### config.mk
export PLATFORM = sky130hd
export DESIGN_NAME = packet_deframer_sum_check_unit
export DESIGN_NICKNAME = d
export VERILOG_FILES = /design/src/design/pdsc_pkg.sv /design/src/design/packet_deframer_sum_check_unit.sv /design/src/design/pdsc_front.sv /design/src/design/pdsc_queue.sv /design/src/design/pdsc_back.sv
export SDC_FILE = /design/constraint.sdc
export NUM_CORES = 1
export LEC_CHECK = 0
export ABC_CLOCK_PERIOD_IN_PS = 7450
export BUFFER_PORTS_ARGS = -buffer_cell sky130_fd_sc_hd__buf_2
export CORE_MARGIN = 3
export CORE_UTILIZATION = 49
export DETAILED_ROUTE_END_ITERATION = 8
export GPL_TIMING_DRIVEN = 0
export PLACE_DENSITY_LB_ADDON = 0.08
export SETUP_SLACK_MARGIN = 0.05
export SLEW_MARGIN = 5
export SYNTH_ARGS = -nofsm -noshare
export SYNTH_HDL_FRONTEND = slang
export SYNTH_SLANG_ARGS = --single-unit
### constraint.sdc
create_clock -name clk -period 7.45 [get_ports clk]
set_input_delay 1.49 -clock clk [delete_from_list [all_inputs] [get_ports clk]]
set_output_delay 1.49 -clock clk [all_outputs]
set_load 0.005 [all_outputs]
### src/design/pdsc_pkg.sv
// Shared types and constants for the packet deframer with sum check.
`default_nettype none
package pdsc_pkg;

  // Header is type, flags, length, then the header sum byte
  localparam int unsigned HEADER_BYTES = 4;
  localparam logic [7:0]  HEADER_LAST  = 8'(HEADER_BYTES - 1);

  // Default depth of the queue between front and back
  localparam int unsigned QUEUE_DEPTH = 2;

  // End item status codes
  typedef enum logic [1:0] {
    STATUS_OK      = 2'd0,
    STATUS_HDR_BAD = 2'd1,
    STATUS_PAY_BAD = 2'd2
  } status_t;

  // Kind of a queued item
  typedef enum logic {
    KIND_PAYLOAD = 1'b0,
    KIND_END     = 1'b1
  } kind_t;

  // Deframer phase, one-hot
  typedef enum logic [2:0] {
    PH_HEADER  = 3'b001,
    PH_PAYLOAD = 3'b010,
    PH_CHECK   = 3'b100
  } phase_t;

  // Classified item handed from the front to the back
  typedef struct packed {
    kind_t      kind;
    logic [7:0] data;
    status_t    status;
    logic [7:0] ptype;
    logic [7:0] flags;
    logic [7:0] length;
  } cmd_t;

endpackage
`default_nettype wire

### src/design/packet_deframer_sum_check_unit.sv
// Top level of the length-prefixed packet deframer with 8-bit sum checks.
// Takes one received byte per clock on rx_valid/rx_stall and gives payload and
// end items on item_valid/item_stall. Sustained rate is one byte per cycle while
// the sink does not stall; each result passes through the queue and then the
// output register. The framing state in the front end is updated once per byte;
// a QUEUE_DEPTH-entry queue then an output register decouple it from the sink,
// so input is stalled only when the queue is full. Status on an end item is
// 0 ok, 1 header sum bad (block resumes header hunting), 2 payload sum bad.
`default_nettype none
module packet_deframer_sum_check_unit #(
  parameter int unsigned QUEUE_DEPTH = pdsc_pkg::QUEUE_DEPTH
) (
  input  wire logic       clk,
  input  wire logic       rst,
  input  wire logic       rx_valid,
  output logic            rx_stall,
  input  wire logic [7:0] rx_byte,
  output logic            item_valid,
  input  wire logic       item_stall,
  output logic            is_end,
  output logic [7:0]      data_byte,
  output logic [1:0]      status,
  output logic [7:0]      packet_type,
  output logic [7:0]      packet_flags,
  output logic [7:0]      payload_length
);
  import pdsc_pkg::*;

  cmd_t front_cmd;
  cmd_t q_cmd;
  logic push;
  logic q_full;
  logic q_not_empty;
  logic q_pop;

  // Framing and classification
  pdsc_front u_front (
    .clk        (clk),
    .rst        (rst),
    .rx_valid   (rx_valid),
    .rx_stall   (rx_stall),
    .rx_byte    (rx_byte),
    .queue_full (q_full),
    .push       (push),
    .cmd        (front_cmd)
  );

  // Decoupling queue
  pdsc_queue #(
    .DEPTH (QUEUE_DEPTH)
  ) u_queue (
    .clk       (clk),
    .rst       (rst),
    .push      (push),
    .push_cmd  (front_cmd),
    .full      (q_full),
    .not_empty (q_not_empty),
    .pop       (q_pop),
    .pop_cmd   (q_cmd)
  );

  // Result formatting and output register
  pdsc_back u_back (
    .clk            (clk),
    .rst            (rst),
    .q_not_empty    (q_not_empty),
    .q_cmd          (q_cmd),
    .q_pop          (q_pop),
    .item_valid     (item_valid),
    .item_stall     (item_stall),
    .is_end         (is_end),
    .data_byte      (data_byte),
    .status         (status),
    .packet_type    (packet_type),
    .packet_flags   (packet_flags),
    .payload_length (payload_length)
  );

endmodule
`default_nettype wire

### src/design/pdsc_front.sv
// Front end: accepts received bytes, tracks framing and classifies them.
`default_nettype none
module pdsc_front (
  input  wire logic          clk,
  input  wire logic          rst,
  input  wire logic          rx_valid,
  output logic               rx_stall,
  input  wire logic [7:0]    rx_byte,
  input  wire logic          queue_full,
  output logic               push,
  output pdsc_pkg::cmd_t     cmd
);
  import pdsc_pkg::*;

  phase_t     phase, phase_next;
  logic [7:0] byte_count, byte_count_next;
  logic [7:0] running_sum, running_sum_next;
  logic [7:0] held_type, held_type_next;
  logic [7:0] held_flags, held_flags_next;
  logic [7:0] held_length, held_length_next;
  logic       rx_accept;
  logic       emit;
  logic [7:0] count_inc;
  logic [7:0] sum_inc;

  // Only a full queue holds off the link
  assign rx_stall  = queue_full;
  assign rx_accept = rx_valid && !rx_stall;
  assign push      = rx_accept && emit;
  assign count_inc = byte_count + 8'd1;
  assign sum_inc   = running_sum + rx_byte;

  // Framing decisions for the byte on the input
  always_comb begin
    phase_next       = phase;
    byte_count_next  = byte_count;
    running_sum_next = running_sum;
    held_type_next   = held_type;
    held_flags_next  = held_flags;
    held_length_next = held_length;
    emit             = 1'b0;
    cmd.kind         = KIND_END;
    cmd.data         = rx_byte;
    cmd.status       = STATUS_OK;
    cmd.ptype        = held_type;
    cmd.flags        = held_flags;
    cmd.length       = held_length;
    unique case (phase)
      PH_PAYLOAD: begin
        running_sum_next = sum_inc;
        byte_count_next  = count_inc;
        if (count_inc >= held_length) begin
          phase_next = PH_CHECK;
        end
        emit     = 1'b1;
        cmd.kind = KIND_PAYLOAD;
      end
      PH_CHECK: begin
        emit             = 1'b1;
        cmd.status       = (rx_byte == running_sum) ? STATUS_OK : STATUS_PAY_BAD;
        phase_next       = PH_HEADER;
        byte_count_next  = '0;
        running_sum_next = '0;
      end
      PH_HEADER: begin
        if (byte_count >= HEADER_LAST) begin
          // header sum byte
          byte_count_next  = '0;
          running_sum_next = '0;
          if (rx_byte != running_sum) begin
            emit       = 1'b1;
            cmd.status = STATUS_HDR_BAD;
          end else if (held_length == 8'd0) begin
            emit = 1'b1;
          end else begin
            phase_next = PH_PAYLOAD;
          end
        end else begin
          if (byte_count == 8'd0) begin
            held_type_next = rx_byte;
          end else if (byte_count == 8'd1) begin
            held_flags_next = rx_byte;
          end else begin
            held_length_next = rx_byte;
          end
          running_sum_next = sum_inc;
          byte_count_next  = count_inc;
        end
      end
      default: begin
        phase_next       = PH_HEADER;
        byte_count_next  = '0;
        running_sum_next = '0;
      end
    endcase
  end

  // Framing state, updated on each input transfer
  always_ff @(posedge clk) begin
    if (rst) begin
      phase       <= PH_HEADER;
      byte_count  <= '0;
      running_sum <= '0;
      held_type   <= '0;
      held_flags  <= '0;
      held_length <= '0;
    end else if (rx_accept) begin
      phase       <= phase_next;
      byte_count  <= byte_count_next;
      running_sum <= running_sum_next;
      held_type   <= held_type_next;
      held_flags  <= held_flags_next;
      held_length <= held_length_next;
    end
  end

  // Header count never passes the sum byte position
  a_hdr_count: assert property (@(posedge clk) disable iff (rst)
    (phase == PH_HEADER) |-> (byte_count <= HEADER_LAST))
    else $error("header byte count out of range");

  // Every payload byte transfer yields a payload item
  a_payload_push: assert property (@(posedge clk) disable iff (rst)
    (rx_accept && phase == PH_PAYLOAD) |-> (push && cmd.kind == KIND_PAYLOAD))
    else $error("payload byte did not produce a payload item");

  // Leading header bytes produce nothing
  a_hdr_quiet: assert property (@(posedge clk) disable iff (rst)
    (rx_accept && phase == PH_HEADER && byte_count < HEADER_LAST) |-> !push)
    else $error("item emitted on a leading header byte");

endmodule
`default_nettype wire

### src/design/pdsc_queue.sv
// Short queue of classified items between the front and the back.
`default_nettype none
module pdsc_queue #(
  parameter int unsigned DEPTH = pdsc_pkg::QUEUE_DEPTH
) (
  input  wire logic           clk,
  input  wire logic           rst,
  input  wire logic           push,
  input  wire pdsc_pkg::cmd_t push_cmd,
  output logic                full,
  output logic                not_empty,
  input  wire logic           pop,
  output pdsc_pkg::cmd_t      pop_cmd
);
  import pdsc_pkg::*;

  localparam int unsigned PtrW = (DEPTH > 1) ? $clog2(DEPTH) : 1;
  localparam int unsigned CntW = $clog2(DEPTH + 1);
  localparam logic [PtrW-1:0] PtrLast = PtrW'(DEPTH - 1);
  localparam logic [CntW-1:0] CntFull = CntW'(DEPTH);

  cmd_t            entries [DEPTH];
  logic [PtrW-1:0] wr_ptr;
  logic [PtrW-1:0] rd_ptr;
  logic [CntW-1:0] count;
  logic            do_push;
  logic            do_pop;

  assign full      = (count == CntFull);
  assign not_empty = (count != '0);
  assign do_push   = push && !full;
  assign do_pop    = pop && not_empty;
  assign pop_cmd   = entries[rd_ptr];

  // Entry storage
  always_ff @(posedge clk) begin
    if (do_push) begin
      entries[wr_ptr] <= push_cmd;
    end
  end

  // Pointers and fill count
  always_ff @(posedge clk) begin
    if (rst) begin
      wr_ptr <= '0;
      rd_ptr <= '0;
      count  <= '0;
    end else begin
      if (do_push) begin
        wr_ptr <= (wr_ptr == PtrLast) ? '0 : wr_ptr + 1'b1;
      end
      if (do_pop) begin
        rd_ptr <= (rd_ptr == PtrLast) ? '0 : rd_ptr + 1'b1;
      end
      if (do_push && !do_pop) begin
        count <= count + 1'b1;
      end else if (do_pop && !do_push) begin
        count <= count - 1'b1;
      end
    end
  end

  // Fill count stays within the depth
  a_count_range: assert property (@(posedge clk) disable iff (rst)
    count <= CntFull)
    else $error("queue count exceeds depth");

  // The front never pushes into a full queue
  a_no_overflow: assert property (@(posedge clk) disable iff (rst)
    full |-> !push)
    else $error("push into full queue");

  // Count rises by one on a push without a pop
  a_count_step: assert property (@(posedge clk) disable iff (rst)
    (do_push && !do_pop) |=> (count == $past(count) + 1'b1))
    else $error("queue count did not advance on push");

endmodule
`default_nettype wire

### src/design/pdsc_back.sv
// Back end: formats queued items into result fields and holds them for the sink.
`default_nettype none
module pdsc_back (
  input  wire logic           clk,
  input  wire logic           rst,
  input  wire logic           q_not_empty,
  input  wire pdsc_pkg::cmd_t q_cmd,
  output logic                q_pop,
  output logic                item_valid,
  input  wire logic           item_stall,
  output logic                is_end,
  output logic [7:0]          data_byte,
  output logic [1:0]          status,
  output logic [7:0]          packet_type,
  output logic [7:0]          packet_flags,
  output logic [7:0]          payload_length
);
  import pdsc_pkg::*;

  logic load;
  logic end_item;

  // Refill the output register whenever it is free or being taken
  assign load     = q_not_empty && (!item_valid || !item_stall);
  assign q_pop    = load;
  assign end_item = (q_cmd.kind == KIND_END);

  always_ff @(posedge clk) begin
    if (rst) begin
      item_valid <= 1'b0;
    end else if (load) begin
      item_valid <= 1'b1;
    end else if (!item_stall) begin
      item_valid <= 1'b0;
    end
  end

  // Payload items carry only the byte; end items carry header and status
  always_ff @(posedge clk) begin
    if (load) begin
      is_end         <= end_item;
      data_byte      <= end_item ? 8'd0 : q_cmd.data;
      status         <= end_item ? q_cmd.status : STATUS_OK;
      packet_type    <= end_item ? q_cmd.ptype : 8'd0;
      packet_flags   <= end_item ? q_cmd.flags : 8'd0;
      payload_length <= end_item ? q_cmd.length : 8'd0;
    end
  end

endmodule
`default_nettype wire

==> out/results.tsv <==
stage	metric	value	unit
status	status	finished, final reports clean	
yosys	post-synth cell types	46	
yosys	main combinational cell family by area after synthesis	simple AND/OR/NAND/NOR gates	
setup_path	CP Launch Type	input pin	
floorplanning	core outline area	0.0122	mm^2
clocking	# hold bufs at CTS	0	
yosys	post-synthesis compound-gate area fraction	0.0503	
global_routing	grt met2 use	0.286	
clocking	clk sink count	154	
route	Antenna Nets Post-Route	0	
layout	share of cells above drive strength 1	0.167	
layout	Area Overhead vs Synth	19.0	%
floorplanning	Cell Rows	40	
placement	gpl congestion	0.853	
pwr	PwrDens	342	mW/mm^2
global_routing	grt peak-use layer	met2	
yosys	Post-Synth XOR/XNOR Area	0.0211	
global_routing	number of global-route vias before repair	3578	
setup_path	slowest stage delay, CP	0.53	ns
global_routing	Overflow after GRT	0	
setup_path	Setup crit end kind	register	
sta	final hold violations	0	
floorplanning	starting density of the core	0.510	
route	total iterations of the first detailed-routing run	4	
clocking	CTS tree	done	
yosys	top post-synthesis cells by area	edfxtp_1 51%, dfxtp_1 16%, mux2i_1 9.6%	
floorplanning	# IOs	49	
yosys	Simple-Gate Fraction of Synth Area	0.107	
route	initial DRC count	265	
yosys	multiplexer share of the synthesized area	0.0965	
clocking	htree depth	4	
setup_path	critical path type	input pin to register	
sta	relative slew slack	0.381	
yosys	Syn Nets	496	
pwr	Int Pwr	0.00188	W
yosys	Gate Count Post-Synth	464	
global_routing	met3 Use GR	0.0474	
pwr	Comb pwr share	0.186	
yosys	synthesized area per cell	13.4	um^2
global_routing	first-pass GRT wire length	19.1	mm
yosys	top cells by count, synth	105 x edfxtp_1, 83 x nor2_1, 60 x mux2i_1	
floorplanning	die span in y	119	um
placement	DPL Wire Length	7.87	mm
route	Avg Vias per Cell	5.23	
yosys	post-synth top area cell	edfxtp_1	
setup_path	Required @ worst endpoint	7.79	ns
sta	Sum Neg Setup Slack	0	ns
layout	ANT cells	0	
sta	final-report max-slew violation count	0	
yosys	post-synthesis cell area	0.00622	mm^2
sta	Tmin final	4.16	ns
layout	nets@finish	564	
route	final wirelength	11.9	mm
pwr	Sequential Power Share	0.443	
yosys	adder-cell share of the synthesized area	0.0414	
sta	RSZ-0062 raised after global routing	false	
pwr	leakage power	2.73	nW
pwr	Clk pwr share	0.371	
clocking	clk slew on worst S/H paths	0.06	ns
clocking	Num CTS Buffers	17	
setup_path	crit path max fanout	6	
yosys	ys flop type	edfxtp_1	
floorplanning	Die ar.	0.0141	mm^2
sta	final period utilization	0.558	
yosys	Synthesis Warnings	0	
clocking	Post-CTS Setup Bufs	0	
hold_path	Worst Hold Class	register to register	
setup_path	worst-path cell chain	buf_2 > ha_1 > or4_1 > a211oi_1 > a21oi_1 > o21ai_2 > inv_1 > ha_1 > or3_1 > a21oi_1	
yosys	most common cell in the netlist	edfxtp_1	
layout	Util after Layout	0.607	
sta	Finish-stage setup viols	0	
pwr	Peak VDD IR	0.000154	V
global_routing	routing usage on met1	0.232	
clocking	Max Root-Sink Buffers	2	
route	vias	3728	
clocking	post-CTS sizing	0	
floorplanning	die width	119	um
global_routing	largest net degree at the start of global routing	37	
clocking	worst skew pair latency	0.42	ns
global_routing	initial antenna violation count	0	
run	Max-Cap Viols	0	
sta	achievable frequency	240	MHz
yosys	Post-synth EDFFs	105	
yosys	sequential-to-total area share from yosys stat	0.664	
pwr	Switching Power	0.000654	W
placement	IO buf count	47	
route	WL/cell	16.7	um
yosys	FF+latch count, synth	154	
setup_path	critical path arrival	4.50	ns
setup_path	CP max stage cell	or4_1	
pwr	Switching Share	0.258	
sta	Worst Skew	0.0102	ns
route	Residual DRC	0	
sta	Worst Max-Slew Pin Slew	0.902	ns
yosys	Yosys top cell area share	0.507	
yosys	FFs w/ async S/R, synth	0	
global_routing	Global Route Usage Sum	0.179	
clocking	Root Buffer	clkbuf_16	
[power by group through the flow]
stage	registers (W)	logic (W)	clock network [W]
after CTS	0.00112	0.000481	0.000959
after global placement	0.00114	0.000470	0
after detailed placement	0.00114	0.000479	0
after floorplan	0.00115	0.000296	0
after global routing	0.00114	0.000527	0.00100
final	0.00112	0.000473	0.000940
[area by class of cell]
type | count | area, um^2
inverters | 15 | 56.3
multi-input cells | 279 | 1980
well taps | 168 | 210
clock inverters | 6 | 90.1
repair buffers | 49 | 283
fillers | 981 | 4800
plain buffers | 16 | 65.1
clock buffers | 26 | 586
flip-flops and latches | 154 | 4130
[sequential cells by signal, indices dropped and copies added, names as in the netlist, named ones only]
| signal | flops |
|---|---|
| u_front.running_sum | 8 |
| u_front.held_flags | 8 |
| u_queue.rd_ptr | 1 |
| u_back.is_end | 1 |
| u_queue.wr_ptr | 1 |
| u_front.held_length | 8 |
| u_back.packet_flags | 8 |
| u_back.payload_length | 8 |
| u_front.byte_count | 8 |
| u_queue.entries | 70 |
| u_front.held_type | 8 |
| u_back.status | 2 |
| u_front.phase | 3 |
| u_back.data_byte | 8 |
| u_queue.count | 2 |
| u_back.item_valid | 1 |
| u_back.packet_type | 8 |
[critical path: cells and delay by family]
kind	cells	cell delay [ns]
AO/OA/AOI/OAI	4	1.16
adder cells (fa/ha/maj)	2	0.69
AND/OR/NAND/NOR	2	0.91
buffers and inverters	2	0.25
[worst paths after layout]
check | start | end | slack [ns] | cells past startpoint
max | rx_byte[4] | u_queue.count[1]$_SDFFE_PP0P_ | 3.29 | 10
min reg2reg | u_front.held_type[4]$_SDFFE_PP0P_ | u_queue.entries[0][20]$_DFFE_PP_ | 0.46 | 0
min | u_front.held_type[4]$_SDFFE_PP0P_ | u_queue.entries[0][20]$_DFFE_PP_ | 0.46 | 0
max reg2reg | u_front.byte_count[0]$_SDFFE_PP0P_ | u_queue.count[1]$_SDFFE_PP0P_ | 4.24 | 9
[per-stage QoR]
stage	hold slack (ns)	instances	total power (W)	cell area, um^2	setup WS (ns)
after detailed placement	0.443	681	0.00162	6730	2.83
after global routing	0.466	713	0.00267	7410	3.12
after global placement	0.434	679	0.00161	6670	1.95
after floorplan	0.425	464	0.00144	6220	3.25
after CTS	0.457	713	0.00256	7410	3.28
final	0.456	713	0.00254	7410	3.29
[cells by family after synthesis]
kind of cell / count (synthesis)
compound gates: 49
xor+xnor: 15
fa+ha+maj: 20
buf+inv: 31
flops: 154
mux: 60
simple gates: 135
[cell usage in the layout, fill, tap and decap left out, types with 2 or more instances in the layout]
cell type  netlist  routed
clkinv_4         0       2
inv_1           14      13
xor2_1           7       7
nand2b_1         4       4
edfxtp_1       105     105
clkbuf_1        12      14
a211oi_1         2       2
bufinv_16        0       2
a21o_1           3       3
mux2i_1         60      60
or3_1            3       3
dfxtp_1         49      49
nand3_1          4       4
clkbuf_8         0       2
nor2_4           1       3
nand2_1         10      10
a31oi_1          2       2
nand3b_1         5       5
buf_2            1      48
a21oi_1         15      15
buf_1            2       2
clkbuf_16        0      22
o21ai_0          9       9
ha_1            19      19
nor3b_1          5       5
a2111oi_0        2       2
xnor2_1          8       8
nor4_1           2       2
and3_1           4       4
nor2_1          83      81
a22oi_1         10      10
nor2b_1          5       5
[routing by layer]
| layer | wire (um) | share of wire |
|---|---|---|
| met5 | 0 | 0 |
| met4 | 193 | 0.016 |
| met1 | 5530 | 0.47 |
| met3 | 433 | 0.036 |
| met2 | 5730 | 0.48 |
(Power assumes the default switching activity.)
